<file path="src/hw/rtl/multiword_schoolbook_multiplier_assert.svh">
// ----------------------------------------------------------------------------
// Assertion macros for the multiword schoolbook multiplier
// Concurrent assertion wrappers, empty when SYNTHESIS is defined.
// ----------------------------------------------------------------------------
`ifndef MULTIWORD_SCHOOLBOOK_MULTIPLIER_ASSERT_SVH
`define MULTIWORD_SCHOOLBOOK_MULTIPLIER_ASSERT_SVH

`ifndef SYNTHESIS
`define MSM_ASSERT(name, prop) \
  name: assert property (@(posedge clk_i) disable iff (!rst_ni) (prop)) \
    else $error("msm assertion failed");
`define MSM_ASSERT_ALWAYS(name, prop) \
  name: assert property (@(posedge clk_i) (prop)) \
    else $error("msm assertion failed");
`else
`define MSM_ASSERT(name, prop)
`define MSM_ASSERT_ALWAYS(name, prop)
`endif

`endif

</file>
<file path="src/hw/rtl/msm_pkg.sv">
// ----------------------------------------------------------------------------
// msm_pkg
// Shared widths, codes and controller/datapath interface types.
// ----------------------------------------------------------------------------
package msm_pkg;

  localparam int unsigned MAX_WORDS_DEF = 16;

  localparam int unsigned LIMB_W    = 32;
  localparam int unsigned PROD_W    = 2 * LIMB_W;
  localparam int unsigned CARRY_W   = LIMB_W + 1;
  localparam int unsigned IDX_W     = 5;
  localparam int unsigned PIDX_W    = 6;
  localparam int unsigned LEN_W     = 5;
  localparam int unsigned OPC_W     = 2;
  localparam int unsigned CFG_IDX_W = 1;
  localparam int unsigned DATA_W    = 40;

  typedef enum logic [OPC_W-1:0] {
    OP_LOAD_A   = 2'd0,
    OP_LOAD_B   = 2'd1,
    OP_MULTIPLY = 2'd2
  } opcode_e;

  typedef enum logic [CFG_IDX_W-1:0] {
    REG_A_LENGTH = 1'd0,
    REG_B_LENGTH = 1'd1
  } cfg_reg_e;

  typedef struct packed {
    logic              wr_a;
    logic              wr_b;
    logic [IDX_W-1:0]  wr_idx;
    logic              rd_a;
    logic [IDX_W-1:0]  a_idx;
    logic              carry_clr;
    logic              mac_issue;
    logic              first_row;
    logic [IDX_W-1:0]  b_idx;
    logic [PIDX_W-1:0] p_idx;
    logic              carry_wr;
    logic              emit_rd;
    logic              emit_load;
    logic              emit_last;
    logic [PIDX_W-1:0] out_idx;
  } dp_cmd_t;

  typedef struct packed {
    logic out_free;
  } dp_sts_t;

endpackage

</file>
<file path="src/hw/rtl/msm_ctrl.sv">
// ----------------------------------------------------------------------------
// msm_ctrl
// Length registers and sequencer: loads, row/column walk, carry and emission.
// ----------------------------------------------------------------------------
`include "multiword_schoolbook_multiplier_assert.svh"

module msm_ctrl #(
  parameter int unsigned MAX_WORDS = msm_pkg::MAX_WORDS_DEF
) (
  input  logic                          clk_i,
  input  logic                          rst_ni,
  input  logic                          s_valid_i,
  output logic                          s_ready_o,
  input  logic [msm_pkg::OPC_W-1:0]     opcode_i,
  input  logic [msm_pkg::IDX_W-1:0]     limb_index_i,
  input  logic                          cfg_we_i,
  input  logic [msm_pkg::CFG_IDX_W-1:0] cfg_idx_i,
  input  logic [msm_pkg::LEN_W-1:0]     cfg_data_i,
  input  msm_pkg::dp_sts_t              sts_i,
  output msm_pkg::dp_cmd_t              cmd_o
);

  localparam int unsigned IW = msm_pkg::IDX_W;
  localparam int unsigned PW = msm_pkg::PIDX_W;
  localparam logic [PW-1:0]              OP_LIMBS = PW'(2 * MAX_WORDS);
  localparam logic [msm_pkg::LEN_W-1:0]  MAX_LEN  = msm_pkg::LEN_W'(MAX_WORDS);

  typedef enum logic [7:0] {
    ST_IDLE    = 8'b0000_0001,
    ST_AREAD   = 8'b0000_0010,
    ST_ISSUE   = 8'b0000_0100,
    ST_DRAIN1  = 8'b0000_1000,
    ST_DRAIN2  = 8'b0001_0000,
    ST_CARRY   = 8'b0010_0000,
    ST_EMIT_RD = 8'b0100_0000,
    ST_EMIT    = 8'b1000_0000
  } state_e;

  state_e state_q, state_d;

  logic [msm_pkg::LEN_W-1:0] a_len_q, b_len_q;
  logic [msm_pkg::LEN_W-1:0] a_words, b_words;
  logic [PW-1:0]             a_dbl, b_dbl;
  logic [IW-1:0]             a_last_q, a_last_d, b_last_q, b_last_d;
  logic [PW-1:0]             tot_last_q, tot_last_d;
  logic [IW-1:0]             i_q, i_d, j_q, j_d;
  logic [PW-1:0]             k_q, k_d;
  logic                      in_range;

  always_comb begin
    a_words = (a_len_q == '0) ? 5'd1 : ((a_len_q > MAX_LEN) ? MAX_LEN : a_len_q);
    b_words = (b_len_q == '0) ? 5'd1 : ((b_len_q > MAX_LEN) ? MAX_LEN : b_len_q);
    a_dbl   = {a_words, 1'b0} - 6'd1;
    b_dbl   = {b_words, 1'b0} - 6'd1;
  end

  assign in_range  = {1'b0, limb_index_i} < OP_LIMBS;
  assign s_ready_o = (state_q == ST_IDLE);

  always_comb begin
    state_d    = state_q;
    a_last_d   = a_last_q;
    b_last_d   = b_last_q;
    tot_last_d = tot_last_q;
    i_d        = i_q;
    j_d        = j_q;
    k_d        = k_q;
    cmd_o        = '0;
    cmd_o.wr_idx = limb_index_i;
    cmd_o.a_idx  = i_q;
    cmd_o.b_idx  = j_q;

    case (state_q)
      ST_IDLE: begin
        if (s_valid_i) begin
          case (msm_pkg::opcode_e'(opcode_i))
            msm_pkg::OP_LOAD_A: begin
              cmd_o.wr_a = in_range;
            end
            msm_pkg::OP_LOAD_B: begin
              cmd_o.wr_b = in_range;
            end
            msm_pkg::OP_MULTIPLY: begin
              a_last_d   = a_dbl[IW-1:0];
              b_last_d   = b_dbl[IW-1:0];
              tot_last_d = {1'b0, a_dbl[IW-1:0]} + {1'b0, b_dbl[IW-1:0]} + 6'd1;
              i_d        = '0;
              state_d    = ST_AREAD;
            end
            default: begin
            end
          endcase
        end
      end
      ST_AREAD: begin
        cmd_o.rd_a      = 1'b1;
        cmd_o.carry_clr = 1'b1;
        j_d             = '0;
        state_d         = ST_ISSUE;
      end
      ST_ISSUE: begin
        cmd_o.mac_issue = 1'b1;
        cmd_o.first_row = (i_q == '0);
        cmd_o.p_idx     = {1'b0, i_q} + {1'b0, j_q};
        if (j_q == b_last_q) begin
          state_d = ST_DRAIN1;
        end else begin
          j_d = j_q + 5'd1;
        end
      end
      ST_DRAIN1: begin
        state_d = ST_DRAIN2;
      end
      ST_DRAIN2: begin
        state_d = ST_CARRY;
      end
      ST_CARRY: begin
        cmd_o.carry_wr = 1'b1;
        cmd_o.p_idx    = {1'b0, i_q} + {1'b0, b_last_q} + 6'd1;
        if (i_q == a_last_q) begin
          k_d     = '0;
          state_d = ST_EMIT_RD;
        end else begin
          i_d     = i_q + 5'd1;
          state_d = ST_AREAD;
        end
      end
      ST_EMIT_RD: begin
        cmd_o.emit_rd = 1'b1;
        cmd_o.p_idx   = k_q;
        state_d       = ST_EMIT;
      end
      ST_EMIT: begin
        if (sts_i.out_free) begin
          cmd_o.emit_load = 1'b1;
          cmd_o.out_idx   = k_q;
          cmd_o.emit_last = (k_q == tot_last_q);
          if (k_q == tot_last_q) begin
            state_d = ST_IDLE;
          end else begin
            cmd_o.emit_rd = 1'b1;
            cmd_o.p_idx   = k_q + 6'd1;
            k_d           = k_q + 6'd1;
          end
        end
      end
      default: begin
        state_d = ST_IDLE;
      end
    endcase
  end

  always_ff @(posedge clk_i or negedge rst_ni) begin
    if (!rst_ni) begin
      state_q    <= ST_IDLE;
      a_len_q    <= 5'd1;
      b_len_q    <= 5'd1;
      a_last_q   <= '0;
      b_last_q   <= '0;
      tot_last_q <= '0;
      i_q        <= '0;
      j_q        <= '0;
      k_q        <= '0;
    end else begin
      state_q    <= state_d;
      a_last_q   <= a_last_d;
      b_last_q   <= b_last_d;
      tot_last_q <= tot_last_d;
      i_q        <= i_d;
      j_q        <= j_d;
      k_q        <= k_d;
      if (cfg_we_i) begin
        case (msm_pkg::cfg_reg_e'(cfg_idx_i))
          msm_pkg::REG_A_LENGTH: a_len_q <= cfg_data_i;
          msm_pkg::REG_B_LENGTH: b_len_q <= cfg_data_i;
          default: begin
          end
        endcase
      end
    end
  end

  `MSM_ASSERT(a_col_in_row, (state_q == ST_ISSUE) |-> (j_q <= b_last_q))
  `MSM_ASSERT(a_row_in_range, (state_q == ST_CARRY) |-> (i_q <= a_last_q))
  `MSM_ASSERT(a_emit_in_range, cmd_o.emit_load |-> (k_q <= tot_last_q))

endmodule

</file>
<file path="config.mk">
export PLATFORM = sky130hd
export DESIGN_NAME = msm_ctrl
export DESIGN_NICKNAME = d
export VERILOG_FILES = /design/src/hw/rtl/msm_pkg.sv /design/src/hw/rtl/msm_ctrl.sv
export VERILOG_INCLUDE_DIRS = /design/src /design/src/hw/rtl
export SDC_FILE = /design/constraint.sdc
export NUM_CORES = 1
export LEC_CHECK = 0
export ABC_AREA = 0
export BUFFER_PORTS_ARGS = -buffer_cell sky130_fd_sc_hd__clkbuf_2
export CELL_PAD_IN_SITES_DETAIL_PLACEMENT = 0
export CELL_PAD_IN_SITES_GLOBAL_PLACEMENT = 2
export CORE_MARGIN = 2
export CORE_UTILIZATION = 35
export DETAILED_ROUTE_END_ITERATION = 10
export HOLD_SLACK_MARGIN = 0.06
export PLACE_DENSITY_LB_ADDON = 0.1
export SYNTH_ARGS = -nofsm -noshare
export SYNTH_HDL_FRONTEND = slang
export SYNTH_SLANG_ARGS = --single-unit
export TNS_END_PERCENT = 5
</file>
<file path="constraint.sdc">
create_clock -name clk_i -period 2.65 [get_ports clk_i]
set_input_delay 0.53 -clock clk_i [delete_from_list [all_inputs] [get_ports clk_i]]
set_output_delay 0.53 -clock clk_i [all_outputs]
set_load 0.005 [all_outputs]
</file>
==> impl_metrics.tcl, run 1 <==
set metrics [dict create \
    path_delay_family "simple AND/OR/NAND/NOR gates" \
    synth_warnings 0 \
    avgViaCountPerCell 5.18 \
    drc_errors 0 \
    ys_seq_elements 48 \
    cts_hold_buf 0 \
    yosys-top-cells-area "dfrtp_1, ha_1, mux2_2" \
    rows 35 \
    rsz0062_at_grt "yes" \
    seq_area_frac_synth_pct 37.3 \
    critical_path_buf_inv_count 1 \
    timing.final.crit_share_pct 99.4 \
    root_buffer "clkbuf_8" \
    crit_type "flip-flop to output pin" \
    outcome "finished clean" \
    dp_slack_ns 0.192 \
    layout_commonest_cell "clkbuf_2" \
    clkTransAtPathRegs_ns 0.10 \
    fin_nets 438 \
    port_buffers 45 \
    crit_chain "nor4_4, nand4_4, a21o_4, or3_4, o2111ai_2, buf_2" \
    crit_cells 6 \
    cts_buffer_depth 2 \
    crit_required_ns 2.12 \
    antenna_found_initial 0 \
    first_pass_iters 4 \
    synth_top_area_share_pct 34.8 \
    routed_wl_mm 8.78 \
    clock-sinks 48 \
    ys.flop_type "dfrtp_1" \
    grt_pass1_wl_mm 14.1 \
    vias 2637 \
    htreeDepth 2 \
    r2r_end "tot_last_q[5]$_DFFE_PN0P_" \
    max-vdd-ir-drop_uv 230 \
    r2r_slack_ns 0.33 \
    hold_viol 0 \
    slowest_delay_ns 0.43 \
    drive_above_1_share_pct 32.7 \
    clock_skew_ns 0.0101 \
    slew_violations 0 \
    start_util_pct 35.5 \
    cp-start-kind "flip-flop" \
    ant_nets 0 \
    setup_slack_ns 0.0158 \
    die_y_um 100 \
    rr_worst_depth 12 \
    end_kind "output pin" \
    synthDistinctLibCells 57 \
    cp_max_fo 6 \
    hold_class "input port to asynchronous set/reset pin" \
    power.total_uw 2550 \
    synth-edff-count 0 \
    tns_ns 0 \
    gp_congestion 0.822 \
    synth_fp_nets 372 \
    slowest_stage "dfrtp_1" \
    die-area_mm2 0.0100 \
    period_minus_slack_ns 2.63 \
    io_pins 56 \
    syn_to_final_growth_pct 20.9 \
    dp_hpwl_mm 6.85 \
    cts-buffers-inserted 5 \
    cts_tree "done" \
    maxCapViolCount 0 \
    mostFrequentLayoutCells "clkbuf_2, dfrtp_1, nor2_1" \
    fmax_mhz 380 \
    clk_latency_ns 0.32 \
    setup_viol_count_final 0 \
    grt_use_total_pct 18.3 \
    grt_pass1_vias 2625 \
    post_drt_wl_per_cell_um 17.2 \
    syn-mean-instance-area_um2 9.77 \
    syn_area_mm2 0.00323 \
    synth_top_area_cell "dfrtp_1" \
    final_util_pct 42.9 \
    antennaDiodeCount 0 \
    r2r-start "b_len_q[2]$_DFFE_PN0P_" \
    slew_headroom_pct 64.3 \
    power_density_mw_per_mm2 652 \
    async_flop_share_pct 100 \
    critPathArrivalTime_ns 2.10 \
    core_area_mm2 0.00911 \
    tightest_slew_ns 0.532 \
    synth_cells 331 \
    first_iter_violations 87 \
    cellLeakagePower_uw 0.00186 \
    overflow 0 \
    die_x_um 100 \
    grt_max_degree 20 \
]
-- layout make-up --
cell class,count,area (um^2)
Tap cell,111,139
Clock buffer,5,68.8
Timing Repair Buffer,70,417
Inverter,22,86.3
Fill cell,942,5200
Multi-Input combinational cell,250,1940
Sequential cell,48,1210
Clock inverter,3,46.3
-- cell families after synthesis --
| group | Yosys count | share of synthesized area [%] |
|---|---|---|
| multiplexers | 15 | 5.15 |
| flip-flops | 48 | 37.3 |
| XOR/XNOR | 27 | 7.31 |
| adder cells (fa/ha/maj) | 23 | 9.37 |
| buffers and inverters | 33 | 4.80 |
| AO/OA/AOI/OAI | 61 | 12.8 |
| AND/OR/NAND/NOR | 124 | 23.3 |
-- synth_stat cells, types with 7 or more instances --
master / n
a21oi_1: 9
nand2_1: 22
nor2_1: 28
dfrtp_1: 45
ha_1: 21
xor2_1: 14
o21ai_0: 14
and3_1: 7
xnor2_1: 13
mux2_2: 13
nor3_1: 8
inv_1: 20
buf_4: 7
nand3_1: 19
nand2b_1: 9
-- sequential cells by signal, indices dropped and copies added (netlist names) --
signal / cells
b_len_q: 5
k_q: 6
i_q: 5
tot_last_q: 5
a_last_q: 5
b_last_q: 4
state_q: 8
a_len_q: 5
j_q: 5
-- repair_timing --
action                                  CTS  global route
endpoints found under the setup margin    5             7
gates resized for setup                   9            15
buffers inserted                          7             0
pin swaps                                 4             4
-- stage by stage --
| step | hold WS (ns) | cell area [um^2] | instances |
|---|---|---|---|
| floorplan | 0.234 | 3230 | 331 |
| global placement | 0.471 | 3660 | 494 |
| detailed placement | 0.463 | 3660 | 494 |
| CTS | 0.119 | 3850 | 509 |
| global route | 0.121 | 3910 | 509 |
| finish | 0.102 | 3910 | 509 |
-- power breakdown --
| part | leakage [uW] | total (uW) | internal (uW) | switching, uW |
|---|---|---|---|---|
| registers | 0.000589 | 1040 | 882 | 153 |
| clock network | 0.0000548 | 575 | 285 | 290 |
| logic | 0.00122 | 939 | 450 | 488 |
-- layer usage --
metal,global-route usage [%],share of wire (%)
met4,4.64,1.0
met5,0,0
met3,3.27,4.4
met2,29.0,46
met1,26.0,49
-- worst max-delay path by stage --
stage | from | endpoint
after global placement | a_last_q[0]$_DFFE_PN0P_ | cmd_o[12]
after floorplan | state_q[5]$_DFFE_PN0P_ | cmd_o[15]
after detailed placement | a_last_q[0]$_DFFE_PN0P_ | cmd_o[12]
after global routing | i_q[0]$_DFFE_PN0P_ | cmd_o[14]
after CTS | i_q[0]$_DFFE_PN0P_ | cmd_o[14]
final | state_q[2]$_DFFE_PN0P_ | cmd_o[15]
No activity file was read; power rests on OpenSTA's default activity.
==> inputs of run 2 (changes only) <==
==> constraint.sdc (replaced) <==
create_clock -name clk_i -period 2.65 [get_ports clk_i]
set_input_delay 0.1325 -clock clk_i [delete_from_list [all_inputs] [get_ports clk_i]]
set_output_delay 0.1325 -clock clk_i [all_outputs]
set_load 0.005 [all_outputs]
==> impl_metrics.tcl, run 2 (same netlist as run 1, synthesis figures left out) <==
set metrics [dict create \
    outcome "finished clean" \
    period_minus_slack_ns 2.52 \
    post_drt_wl_per_cell_um 16.5 \
    core_area_mm2 0.00911 \
    timing.final.crit_share_pct 95.2 \
    die_y_um 100 \
    fmax_mhz 396 \
    mostFrequentLayoutCells "dfrtp_1, clkbuf_2, nor2_1" \
    overflow 0 \
    drive_above_1_share_pct 24.6 \
    fin_nets 422 \
    multiInputGateArea_mm2 0.00187 \
    crit_type "flip-flop to output pin" \
    crit_required_ns 2.52 \
    vias 2547 \
    post_cts_buffers 0 \
    antennaDiodeCount 0 \
    top_register "state_q" \
    antenna_found_initial 0 \
    start_util_pct 35.5 \
    grt_use_total_pct 17.1 \
    post_dp_cell_area_mm2 0.00359 \
    slowest_delay_ns 0.49 \
    cts-buffers-inserted 5 \
    hold_class "input port to flip-flop" \
    fillCellCount 939 \
    drc_errors 0 \
    end_kind "output pin" \
    maxCapViolCount 0 \
    cts_tree "done" \
    tightest_slew_ns 0.554 \
    cp-start-kind "flip-flop" \
    final_area_mm2 0.00371 \
    slowest_stage "dfrtp_1" \
    dp_hpwl_mm 6.50 \
    power_density_mw_per_mm2 663 \
    slew_headroom_pct 62.8 \
    first_iter_violations 87 \
    rsz0062_at_grt "no" \
    hold_ws_ns 0.0677 \
    clk_latency_ns 0.31 \
    tns_ns 0 \
    cts_buffer_depth 2 \
    setup_viol_count_final 0 \
    hold_viol 0 \
    cp_max_fo 6 \
    clkTransAtPathRegs_ns 0.10 \
    gp_congestion 0.814 \
    r2r_slack_ns 0.29 \
    crit_chain "inv_1, ha_1, fa_1, xnor2_1, a222oi_1, o21ai_0, clkbuf_2" \
    max-vdd-ir-drop_uv 369 \
    htreeDepth 2 \
    syn_to_final_growth_pct 14.8 \
    grt_pass1_wl_mm 13.4 \
    grt_pass1_vias 2540 \
    seqCellArea_mm2 0.00120 \
    slew_violations 0 \
    port_buffers 45 \
    clock_skew_ns 0.00943 \
    rows 35 \
    cellLeakagePower_uw 0.00178 \
    critPathArrivalTime_ns 2.39 \
    first_pass_iters 5 \
    avgViaCountPerCell 5.17 \
    reg.largest.list "state_q: 8 flops, k_q: 6 flops" \
    io_pins 56 \
    ant_nets 0 \
    clock-sinks 48 \
    largest_reg_flops 8 \
    die_x_um 100 \
    die-area_mm2 0.0100 \
    routed_wl_mm 8.14 \
    root_buffer "clkbuf_8" \
    grt_max_degree 34 \
]
-- run 2: cell types whose count changed in the layout (fill, tap and decap cells not counted), sizes merged --
| cell | previous run | this run |
|---|---|---|
| buf | 26 | 8 |
| dlygate4sd3 | 0 | 1 |
| clkbuf | 49 | 50 |
-- run 2: routing by layer --
metal,up-vias,part of all wire (%),GRT usage [%]
met1,1213,50,25.7
li1,1270,-,-
met3,7,5.0,2.58
met4,0,0.98,3.48
met5,-,0,0
met2,57,44,26.0
-- run 2: stage by stage --
step                setup WS (ns)  total power, uW  util, %  instances
floorplan                   0.517             1680        -        331
global placement            0.385             1930     39.4        484
detailed placement          0.313             1930     39.4        484
CTS                         0.138             2490     40.7        493
global route               0.0518             2670     40.7        493
finish                      0.127             2460     40.7        493
-- run 2: worst paths after layout --
| path | to | start | cells past startpoint |
|---|---|---|---|
| setup / recovery | cmd_o[12] | i_q[0]$_DFFE_PN0P_ | 7 |
| hold / removal | b_len_q[1]$_DFFE_PN0P_ | cfg_data_i[1] | 2 |
| setup reg to reg | tot_last_q[5]$_DFFE_PN0P_ | b_len_q[2]$_DFFE_PN0P_ | 12 |
| hold reg to reg | tot_last_q[3]$_DFFE_PN0P_ | tot_last_q[3]$_DFFE_PN0P_ | 2 |
| max in group asynchronous | a_len_q[0]$_DFFE_PN1P_ | rst_ni | 3 |
| min in group asynchronous | state_q[4]$_DFFE_PN0P_ | rst_ni | 2 |
-- run 2: area by class of cell --
type	instances	area share, %
Tap cell	111	3.74
Clock buffer	5	1.85
Clock inverter	3	1.25
Multi-Input combinational cell	250	50.5
Inverter	22	2.26
Sequential cell	48	32.5
Timing Repair Buffer	54	7.96
-- run 2: critical path: cells and delay by family (launching register included) --
| family | cells | cell delay (ns) |
|---|---|---|
| adders and majority gates | 2 | 0.64 |
| AOI/OAI and AO/OA | 2 | 0.54 |
| DFF | 1 | 0.49 |
| buffers and inverters | 2 | 0.26 |
| xor gates and xnor gates | 1 | 0.14 |
-- run 2: report_power, final --
group	internal (uW)	switching [uW]	total, uW
registers	881	158	1040
clock network	285	266	551
logic	409	460	869
-- run 2: what timing repair did --
action | 4_1_cts | 5_1_grt
hold buffers | 1 | 0
resized for setup | 0 | 0
hold endpoints to repair | 15 | 0
